===== config.mk =====
export PLATFORM = sky130hd
export DESIGN_NAME = gaussian_blur_5x5_grey
export DESIGN_NICKNAME = d
export VERILOG_FILES = /design/src/rtl/core/gbg_pkg.sv /design/src/rtl/core/gaussian_blur_5x5_grey.sv /design/src/rtl/core/gbg_fifo.sv /design/src/rtl/core/gbg_front.sv /design/src/rtl/core/gbg_back.sv
export SDC_FILE = /design/constraint.sdc
export NUM_CORES = 2
export LEC_CHECK = 0
export BUFFER_PORTS_ARGS = -buffer_cell sky130_fd_sc_hd__buf_2
export CORE_AREA = 2 2 244 246
export CTS_CLUSTER_DIAMETER = 60
export DETAILED_ROUTE_END_ITERATION = 8
export DIE_AREA = 0 0 246 248
export HOLD_SLACK_MARGIN = 0.02
export MAX_ROUTING_LAYER = met4
export PLACE_DENSITY = 0.81
export RECOVER_POWER = 100
export REMOVE_ABC_BUFFERS = 1
export SLEW_MARGIN = 20
export SYNTH_ARGS = -nofsm -noshare
export SYNTH_HDL_FRONTEND = slang
export SYNTH_SLANG_ARGS = --single-unit
export TNS_END_PERCENT = 1

===== constraint.sdc =====
create_clock -name clk -period 44.5 [get_ports clk]
set_input_delay 0 -clock clk [delete_from_list [all_inputs] [get_ports clk]]
set_output_delay 0 -clock clk [all_outputs]
set_load 0.02 [all_outputs]

===== src/rtl/core/gbg_pkg.sv =====
// ----------------------------------------------------------------------------
// gbg_pkg: shared types for the 5x5 grey Gaussian blur
// Window geometry and the classified pixel word passed from front to back.
// ----------------------------------------------------------------------------
`default_nettype none

package gbg_pkg;

  localparam int WIN_DIM = 5;
  localparam int IDX_W   = 3;

  // One classified pixel: grey value plus where it lands in the window.
  typedef struct packed {
    logic [7:0]       grey;
    logic             full;   // part of a full 25-pixel load
    logic [IDX_W-1:0] row;
    logic [IDX_W-1:0] col;    // used by full loads only
    logic             last;   // completes the group
  } gbg_item_t;

endpackage

`default_nettype wire


===== src/rtl/core/gaussian_blur_5x5_grey.sv =====
// ----------------------------------------------------------------------------
// gaussian_blur_5x5_grey: 5x5 Gaussian blur of a grey-converted pixel stream
// Converts RGB pixels to grey, gathers them into a 5x5 window and emits the
// rounded 1-4-7-16-26-41 weighted average each time a pixel group completes.
// ----------------------------------------------------------------------------
//
//  channel   handshake          payload                          moves
//  --------  -----------------  -------------------------------  -----------
//  input     in_push / in_full  in_red, in_green, in_blue,       one pixel
//                               in_row_start
//  result    out_pop / out_empty out_blurred                     one value
//
//  Cycles: one pixel word per cycle while in_full is low. After the edge that
//  takes the group's last pixel, a result passes two grey stages, the classified-
//  word queue, the weight-group sums, the weighted sum and the result queue.
//  Reset: rst_n low clears the group position and all valid flags; the window
//  itself holds no reset value and needs no clearing pass.
//  Stalls: a full result queue holds the back end; the classified-word queue
//  then fills and in_full rises only when the front pipe is also full.
// ----------------------------------------------------------------------------
`default_nettype none

module gaussian_blur_5x5_grey
  import gbg_pkg::*;
#(
  parameter int MID_DEPTH = 4,
  parameter int OUT_DEPTH = 4
) (
  input  wire logic       clk,
  input  wire logic       rst_n,
  input  wire logic       in_push,
  output logic            in_full,
  input  wire logic [7:0] in_red,
  input  wire logic [7:0] in_green,
  input  wire logic [7:0] in_blue,
  input  wire logic       in_row_start,
  output logic            out_empty,
  input  wire logic       out_pop,
  output logic [7:0]      out_blurred
);

  // classified words between front and back
  logic      mid_push, mid_full, mid_pop, mid_empty;
  gbg_item_t mid_wr_item, mid_rd_item;

  // results from the back end into the output queue
  logic       res_push, res_full;
  logic [7:0] res_blurred;

  // Front: take a pixel word, convert to grey, tag its window position.
  gbg_front u_front (
    .clk          (clk),
    .rst_n        (rst_n),
    .in_push      (in_push),
    .in_full      (in_full),
    .in_red       (in_red),
    .in_green     (in_green),
    .in_blue      (in_blue),
    .in_row_start (in_row_start),
    .q_push       (mid_push),
    .q_item       (mid_wr_item),
    .q_full       (mid_full)
  );

  // Decouple the two halves so each can stall on its own.
  gbg_fifo #(
    .WIDTH ($bits(gbg_item_t)),
    .DEPTH (MID_DEPTH)
  ) u_mid_q (
    .clk   (clk),
    .rst_n (rst_n),
    .push  (mid_push),
    .wdata (mid_wr_item),
    .full  (mid_full),
    .pop   (mid_pop),
    .rdata (mid_rd_item),
    .empty (mid_empty)
  );

  // Back: update the window, convolve when a group closes.
  gbg_back u_back (
    .clk       (clk),
    .rst_n     (rst_n),
    .q_empty   (mid_empty),
    .q_item    (mid_rd_item),
    .q_pop     (mid_pop),
    .o_push    (res_push),
    .o_blurred (res_blurred),
    .o_full    (res_full)
  );

  // Hold finished results until the consumer pops them.
  gbg_fifo #(
    .WIDTH (8),
    .DEPTH (OUT_DEPTH)
  ) u_out_q (
    .clk   (clk),
    .rst_n (rst_n),
    .push  (res_push),
    .wdata (res_blurred),
    .full  (res_full),
    .pop   (out_pop),
    .rdata (out_blurred),
    .empty (out_empty)
  );

endmodule

`default_nettype wire


===== src/rtl/core/gbg_fifo.sv =====
// ----------------------------------------------------------------------------
// gbg_fifo: small synchronous word queue
// Register-array queue with a combinational head word.
// ----------------------------------------------------------------------------
`default_nettype none

module gbg_fifo #(
  parameter int WIDTH = 8,
  parameter int DEPTH = 4
) (
  input  wire logic             clk,
  input  wire logic             rst_n,
  input  wire logic             push,
  input  wire logic [WIDTH-1:0] wdata,
  output logic                  full,
  input  wire logic             pop,
  output logic [WIDTH-1:0]      rdata,
  output logic                  empty
);

  localparam int AW = (DEPTH > 1) ? $clog2(DEPTH) : 1;
  localparam int CW = $clog2(DEPTH + 1);
  localparam logic [AW-1:0] PTR_LAST = AW'(DEPTH - 1);
  localparam logic [CW-1:0] CNT_FULL = CW'(DEPTH);

  logic [WIDTH-1:0] mem_r [DEPTH];
  logic [AW-1:0]    wr_ptr_r, wr_ptr_nxt;
  logic [AW-1:0]    rd_ptr_r, rd_ptr_nxt;
  logic [CW-1:0]    cnt_r, cnt_nxt;
  logic             do_push, do_pop;

  assign full    = (cnt_r == CNT_FULL);
  assign empty   = (cnt_r == '0);
  assign do_push = push && !full;
  assign do_pop  = pop && !empty;
  assign rdata   = mem_r[rd_ptr_r];

  always_comb begin
    wr_ptr_nxt = wr_ptr_r;
    rd_ptr_nxt = rd_ptr_r;
    cnt_nxt    = cnt_r;
    if (do_push) begin
      wr_ptr_nxt = (wr_ptr_r == PTR_LAST) ? '0 : wr_ptr_r + AW'(1);
    end
    if (do_pop) begin
      rd_ptr_nxt = (rd_ptr_r == PTR_LAST) ? '0 : rd_ptr_r + AW'(1);
    end
    if (do_push && !do_pop) begin
      cnt_nxt = cnt_r + CW'(1);
    end else if (do_pop && !do_push) begin
      cnt_nxt = cnt_r - CW'(1);
    end
  end

  always_ff @(posedge clk) begin
    if (!rst_n) begin
      wr_ptr_r <= '0;
      rd_ptr_r <= '0;
      cnt_r    <= '0;
    end else begin
      wr_ptr_r <= wr_ptr_nxt;
      rd_ptr_r <= rd_ptr_nxt;
      cnt_r    <= cnt_nxt;
    end
  end

  always_ff @(posedge clk) begin
    if (do_push) begin
      mem_r[wr_ptr_r] <= wdata;
    end
  end

endmodule

`default_nettype wire


===== src/rtl/core/gbg_front.sv =====
// ----------------------------------------------------------------------------
// gbg_front: pixel intake, grey conversion and group classification
// Two-stage pipe: weighted RGB sum, then exact divide by 1000.
// ----------------------------------------------------------------------------
`default_nettype none

module gbg_front
  import gbg_pkg::*;
(
  input  wire logic       clk,
  input  wire logic       rst_n,
  input  wire logic       in_push,
  output logic            in_full,
  input  wire logic [7:0] in_red,
  input  wire logic [7:0] in_green,
  input  wire logic [7:0] in_blue,
  input  wire logic       in_row_start,
  output logic            q_push,
  output gbg_item_t       q_item,
  input  wire logic       q_full
);

  localparam logic [17:0] COEF_R    = 18'd299;
  localparam logic [17:0] COEF_G    = 18'd587;
  localparam logic [17:0] COEF_B    = 18'd114;
  localparam logic [17:0] ROUND_ADD = 18'd500;
  // floor(x/125) = (x * 33555) >> 22 for x below 2^15
  localparam logic [30:0] RECIP_125 = 31'd33555;
  localparam logic [4:0]  FULL_LAST = 5'd24;
  localparam logic [4:0]  COL_LAST  = 5'd4;
  localparam logic [IDX_W-1:0] IDX_LAST = IDX_W'(WIN_DIM - 1);

  logic             accept;
  logic             s1_ready, s2_ready;
  logic             s1_v_r, s2_v_r;
  logic [17:0]      s1_acc_r, acc_nxt;
  gbg_item_t        s1_item_r, s2_item_r, cls_nxt, s2_nxt;
  logic [30:0]      prod;

  logic [4:0]       cnt_r, cnt_nxt;
  logic [IDX_W-1:0] row_r, row_nxt, col_r, col_nxt;
  logic             full_load_r, full_load_nxt;
  logic             first;

  assign s2_ready = !s2_v_r || !q_full;
  assign s1_ready = !s1_v_r || s2_ready;
  assign in_full  = !s1_ready;
  assign accept   = in_push && s1_ready;
  assign q_push   = s2_v_r;
  assign q_item   = s2_item_r;

  assign acc_nxt = 18'(in_red) * COEF_R + 18'(in_green) * COEF_G
                 + 18'(in_blue) * COEF_B + ROUND_ADD;

  // Classify the pixel against the running group position.
  always_comb begin
    first          = (cnt_r == '0);
    full_load_nxt  = first ? in_row_start : full_load_r;
    cls_nxt        = '0;
    cls_nxt.full   = full_load_nxt;
    cls_nxt.row    = full_load_nxt ? row_r : cnt_r[IDX_W-1:0];
    cls_nxt.col    = col_r;
    cls_nxt.last   = full_load_nxt ? (cnt_r == FULL_LAST) : (cnt_r == COL_LAST);
    cnt_nxt        = cnt_r;
    row_nxt        = row_r;
    col_nxt        = col_r;
    if (accept) begin
      if (cls_nxt.last) begin
        cnt_nxt = '0;
        row_nxt = '0;
        col_nxt = '0;
      end else begin
        cnt_nxt = cnt_r + 5'd1;
        if (full_load_nxt) begin
          if (col_r == IDX_LAST) begin
            col_nxt = '0;
            row_nxt = row_r + IDX_W'(1);
          end else begin
            col_nxt = col_r + IDX_W'(1);
          end
        end
      end
    end
  end

  always_ff @(posedge clk) begin
    if (!rst_n) begin
      cnt_r       <= '0;
      row_r       <= '0;
      col_r       <= '0;
      full_load_r <= 1'b0;
      s1_v_r      <= 1'b0;
      s2_v_r      <= 1'b0;
    end else begin
      cnt_r <= cnt_nxt;
      row_r <= row_nxt;
      col_r <= col_nxt;
      if (accept) begin
        full_load_r <= full_load_nxt;
      end
      if (s1_ready) begin
        s1_v_r <= accept;
      end
      if (s2_ready) begin
        s2_v_r <= s1_v_r;
      end
    end
  end

  // divide by 8 by dropping bits, then by 125 through the reciprocal
  assign prod = 31'(s1_acc_r[17:3]) * RECIP_125;

  // carry the classified word forward with its finished grey value
  always_comb begin
    s2_nxt      = s1_item_r;
    s2_nxt.grey = prod[29:22];
  end

  always_ff @(posedge clk) begin
    if (s1_ready && accept) begin
      s1_acc_r  <= acc_nxt;
      s1_item_r <= cls_nxt;
    end
    if (s2_ready && s1_v_r) begin
      s2_item_r <= s2_nxt;
    end
  end

endmodule

`default_nettype wire


===== src/rtl/core/gbg_back.sv =====
// ----------------------------------------------------------------------------
// gbg_back: window update and Gaussian convolution
// Writes classified pixels into the 5x5 window and convolves on group end.
// ----------------------------------------------------------------------------
`default_nettype none

module gbg_back
  import gbg_pkg::*;
(
  input  wire logic       clk,
  input  wire logic       rst_n,
  input  wire logic       q_empty,
  input  gbg_item_t       q_item,
  output logic            q_pop,
  output logic            o_push,
  output logic [7:0]      o_blurred,
  input  wire logic       o_full
);

  localparam logic [16:0] ROUND_HALF = 17'd136;
  // floor(x/273) = (x * 245823) >> 26 for x up to 80000
  localparam logic [34:0] RECIP_273  = 35'd245823;

  logic        en;
  logic [7:0]  win_r   [WIN_DIM][WIN_DIM];
  logic [7:0]  win_nxt [WIN_DIM][WIN_DIM];
  logic [10:0] s1_nxt, s4_nxt, s7_nxt, s16_nxt, s26_nxt, s41_nxt;
  logic [10:0] s1_r, s4_r, s7_r, s16_r, s26_r, s41_r;
  logic [16:0] sum_nxt, sum_r;
  logic        a_v_r, b_v_r;
  logic [34:0] prod;

  // one global enable: hold the whole back end while the result queue is full
  assign en     = !o_full;
  assign q_pop  = en && !q_empty;
  assign o_push = en && b_v_r;

  always_comb begin
    for (int r = 0; r < WIN_DIM; r++) begin
      for (int c = 0; c < WIN_DIM; c++) begin
        win_nxt[r][c] = win_r[r][c];
      end
    end
    if (q_pop) begin
      for (int r = 0; r < WIN_DIM; r++) begin
        if (q_item.full) begin
          for (int c = 0; c < WIN_DIM; c++) begin
            if (q_item.row == IDX_W'(r) && q_item.col == IDX_W'(c)) begin
              win_nxt[r][c] = q_item.grey;
            end
          end
        end else if (q_item.row == IDX_W'(r)) begin
          for (int c = 0; c < WIN_DIM - 1; c++) begin
            win_nxt[r][c] = win_r[r][c+1];
          end
          win_nxt[r][WIN_DIM-1] = q_item.grey;
        end
      end
    end
  end

  // group the taps by kernel weight (kernel is symmetric)
  always_comb begin
    s1_nxt  = 11'(win_nxt[0][0]) + 11'(win_nxt[0][4]) + 11'(win_nxt[4][0])
            + 11'(win_nxt[4][4]);
    s4_nxt  = 11'(win_nxt[0][1]) + 11'(win_nxt[0][3]) + 11'(win_nxt[1][0])
            + 11'(win_nxt[1][4]) + 11'(win_nxt[3][0]) + 11'(win_nxt[3][4])
            + 11'(win_nxt[4][1]) + 11'(win_nxt[4][3]);
    s7_nxt  = 11'(win_nxt[0][2]) + 11'(win_nxt[2][0]) + 11'(win_nxt[2][4])
            + 11'(win_nxt[4][2]);
    s16_nxt = 11'(win_nxt[1][1]) + 11'(win_nxt[1][3]) + 11'(win_nxt[3][1])
            + 11'(win_nxt[3][3]);
    s26_nxt = 11'(win_nxt[1][2]) + 11'(win_nxt[2][1]) + 11'(win_nxt[2][3])
            + 11'(win_nxt[3][2]);
    s41_nxt = 11'(win_nxt[2][2]);
  end

  assign sum_nxt = 17'(s1_r) + (17'(s4_r) << 2) + 17'(s7_r) * 17'd7
                 + (17'(s16_r) << 4) + 17'(s26_r) * 17'd26 + 17'(s41_r) * 17'd41;

  assign prod      = 35'(sum_r + ROUND_HALF) * RECIP_273;
  assign o_blurred = prod[33:26];

  always_ff @(posedge clk) begin
    if (!rst_n) begin
      a_v_r <= 1'b0;
      b_v_r <= 1'b0;
    end else if (en) begin
      a_v_r <= q_pop && q_item.last;
      b_v_r <= a_v_r;
    end
  end

  always_ff @(posedge clk) begin
    if (q_pop) begin
      win_r <= win_nxt;
    end
    if (en) begin
      s1_r  <= s1_nxt;
      s4_r  <= s4_nxt;
      s7_r  <= s7_nxt;
      s16_r <= s16_nxt;
      s26_r <= s26_nxt;
      s41_r <= s41_nxt;
      sum_r <= sum_nxt;
    end
  end

endmodule

`default_nettype wire


==> metrics.md <==
| Metric | Value |
|---|---|
| Mapped Avg Cell Area | `between 10 and 15 um2` |
| Worst-Margin Slew | `8537 ps` |
| Die ar. | `61010 um2` |
| First-pass GRT wire length | `159.2 mm` |
| Row cnt | `89` |
| GRT overflow | `0` |
| Tcrit/Tclk final | `0.3877` |
| Ports | `39` |
| Critical Path AT | `17630 ps` |
| Hold path start | `in_green[0]` |
| Fin Setup TNS | `0 ps` |
| Worst-path clk slew | `70 ps` |
| Total track usage | `0.3625` |
| Max Buffers Root-to-Sink | `3` |
| Reg-to-Reg End | `u_back.s4_r[10]` |
| Drt wl/cell | `between 20 and 25 um` |
| Slew margin rel. | `-4.691` |
| Initial antenna violation count | `1` |
| Root buffer cell | `clkbuf_16` |
| Hold crit path type | `input port to register` |
| H-tree depth | `2` |
| Worst-Skew Late Latency | `approximately 640 ps` |
| Post-CTS resize count | `0` |
| Crit-path most repeated cell | `a21oi_1` |
| Final Util | `0.6915` |
| Hold Fails Final Rpt | `0` |
| Ys async rst share | `0` |
| Hold Crit Endpoint | `u_front.s1_acc_r[3]` |
| Setup Buffers After CTS | `0` |
| First-pass DRT Iterations | `8` |
| Drt initial violations | `between 2000 and 2500` |
| Slowest cell delay on critical path | `between 5000 and 6000 ps` |
| Placement Setup Slack | `36170 ps` |
| Setup crit end kind | `register` |
| Register area share after synthesis | `0.3471` |
| Hold path depth | `3` |
| Hold_buf cts | `5` |
| RR Startpoint | `u_out_q.cnt_r[0]` |
| Number of synthesized flops with an enable pin | `411` |
| CTS tree | `yes` |
| Port bufs | `38` |
| WP data required | `44870 ps` |
| Synth Instances | `about 3300` |
| Vias after detailed routing | `25640` |
| Nets@finish | `4243` |
| Die height | `248 um` |
| Final worst setup slack | `27250 ps` |
| Initial Util | `0.6417` |
| Crit-path slowest cell | `clkbuf_1` |
| Vias in the first global route | `~27000` |
| Post-route ant nets | `0` |
| RSZ-0062 raised after global routing | `false` |
| GPL Wtd Cong | `1.008` |
| Residual DRC count | `0` |
| Largest net degree at the start of global routing | `152` |
| Yosys reg bits | `445` |
| Worst Skew | `39.54 ps` |
| Post-Route WL | `~100 mm` |
| CP Class | `register to register` |
| Post-DP HPWL | `82.86 mm` |
| Final Max Tran Viols | `388` |
| Finish-stage setup viols | `0` |
| Post-Synthesis Cell Area | `approximately 38000 um2` |
| Max-Cap Viols | `3` |
| Netlist cell types | `76` |
| Reg2Reg Setup Slack | `27250 ps` |
| Area growth syn-to-layout | `7.768%` |
| Min cycle time layout | `approximately 17000 ps` |
| Reg2Reg Depth | `28` |
| Element type at the critical path start | `register` |
| Post-synth top flop | `edfxtp_1` |
| Share of cells above drive strength 1 | `0.05964` |
| Status | `complete, but fails checks` |
| Number of buffers created by CTS | `54` |
| Synth Warn # | `0` |
| Fmax | `57.96 MHz` |
| Failing checks | `max-capacitance violations, max-slew violations` |
| Clock Sinks | `445` |
| CP max FO | `151` |
| Chip Width | `around 250 um` |
| Via density per instance | `6.136` |
| Core Region | `58460 um2` |
stage by stage:
step	hold slack, ps	instances	instance area, um2
floorplan	117.5	3241	37280
global placement	228.3	4070	38610
detailed placement	250.0	4070	38610
CTS	93.83	4177	40510
global route	122.8	4178	40430
finish	102.7	4178	40430
how the worst max path moves through the flow:
| stage | startpoint | end | slack, ps | cells past startpoint |
|---|---|---|---|---|
| after floorplan | u_out_q.cnt_r[0] | u_back.s4_r[10] | 28180 | 32 |
| after global placement | register | u_back.s4_r[10] | 36250 | 30 |
| after detailed placement | register | u_back.s4_r[10] | 36170 | 30 |
| after CTS | register | u_back.s4_r[10] | 36120 | 30 |
| after global routing | u_out_q.cnt_r[0] | u_back.s4_r[10] | 25770 | 27 |
| final | u_out_q.cnt_r[0] | u_back.s4_r[10] | 27250 | 28 |
layout make-up:
cell class	instances	area (um2)
Multi-Input combinational cell	2165	21870
Fill cell	4251	18030
Sequential cell	445	13020
Inverter	631	2369
Clock buffer	69	1459
Tap cell	773	967.2
Clock inverter	33	396.6
Timing Repair Buffer	61	337.8
Antenna cell	1	2.502
cell usage in the layout, fill, tap and decap left out, drive strengths merged, types with 22 or more instances in the layout:
cell	n
fa	329
o21ai	109
a21o	43
o21bai	36
xnor2	124
mux4	23
nor2b	25
edfxtp	411
xor2	41
and2	26
mux2	45
a21oi	154
nand2	187
o221a	30
dfxtp	34
ha	527
clkbuf	87
nand3	22
nor3	33
nor2	162
buf	38
a22oi	32
inv	640
a221o	53
cell families after synthesis:
kind of cell,count (synthesis),synth area share
adders and majority gates,856,0.3513
buffers and inverters,682,0.06947
AOI/OAI and AO/OA,541,0.09899
and+or+nand+nor,526,0.06484
DFF,445,0.3471
xor gates and xnor gates,165,0.03852
muxes,77,0.02972
per-layer routing:
metal | track usage | vias up | share of wire
li1 | - | 11470 | -
met1 | 0.4416 | 12770 | 0.39
met2 | 0.5820 | 1103 | 0.48
met3 | 0.05882 | 287 | 0.073
met4 | 0.1970 | 0 | 0.064
met5 | - | - | 0
synthesized netlist by cell type (all sizes together) (22+ instances only):
library cell,number,area [um2]
ha,527,6594
nor2,162,630.6
nand3,22,110.1
clkbuf,31,116.4
o21bai,36,270.3
mux4,23,518.0
inv,629,2361
a21oi,154,770.7
mux2,45,506.7
a221o,53,530.5
o221a,30,337.8
nand2,187,709.4
dfxtp,34,680.7
fa,329,6586
a22oi,32,240.2
xnor2,124,1086
and2,26,162.7
edfxtp,411,12340
nor2b,25,163.9
xor2,41,359.1
a21o,43,322.8
o21ai,109,549.3
nor3,33,186.4
sequential cells by signal, indices dropped and copies added (netlist names), 3 cells and up, named ones only:
name / cells
u_back.win_r: 200
u_mid_q.mem_r: 64
u_out_q.mem_r: 32
u_back.sum_r: 17
u_front.q_item: 16
u_front.s1_acc_r: 15
u_back.s4_r: 11
u_back.s16_r: 10
u_back.s1_r: 10
u_back.s26_r: 10
u_back.s7_r: 10
u_back.s41_r: 8
u_front.s1_item_r: 8
u_front.cnt_r: 5
u_front.col_r: 3
u_front.row_r: 3
u_mid_q.cnt_r: 3
u_out_q.cnt_r: 3
critical path, delay by kind of cell (launching register included):
| kind | cells | cell delay, ps |
|---|---|---|
| buffers and inverters | 6 | 9220 |
| and+or+nand+nor | 2 | 650 |
| DFF | 1 | 430 |
| AOI/OAI and AO/OA | 12 | 3970 |
| adders and majority gates | 6 | 2490 |
| xor gates and xnor gates | 2 | 190 |
Power is left out: the tool's default activity adds up to more than one toggle a clock period on the data nets, which glitch-free logic cannot reach.
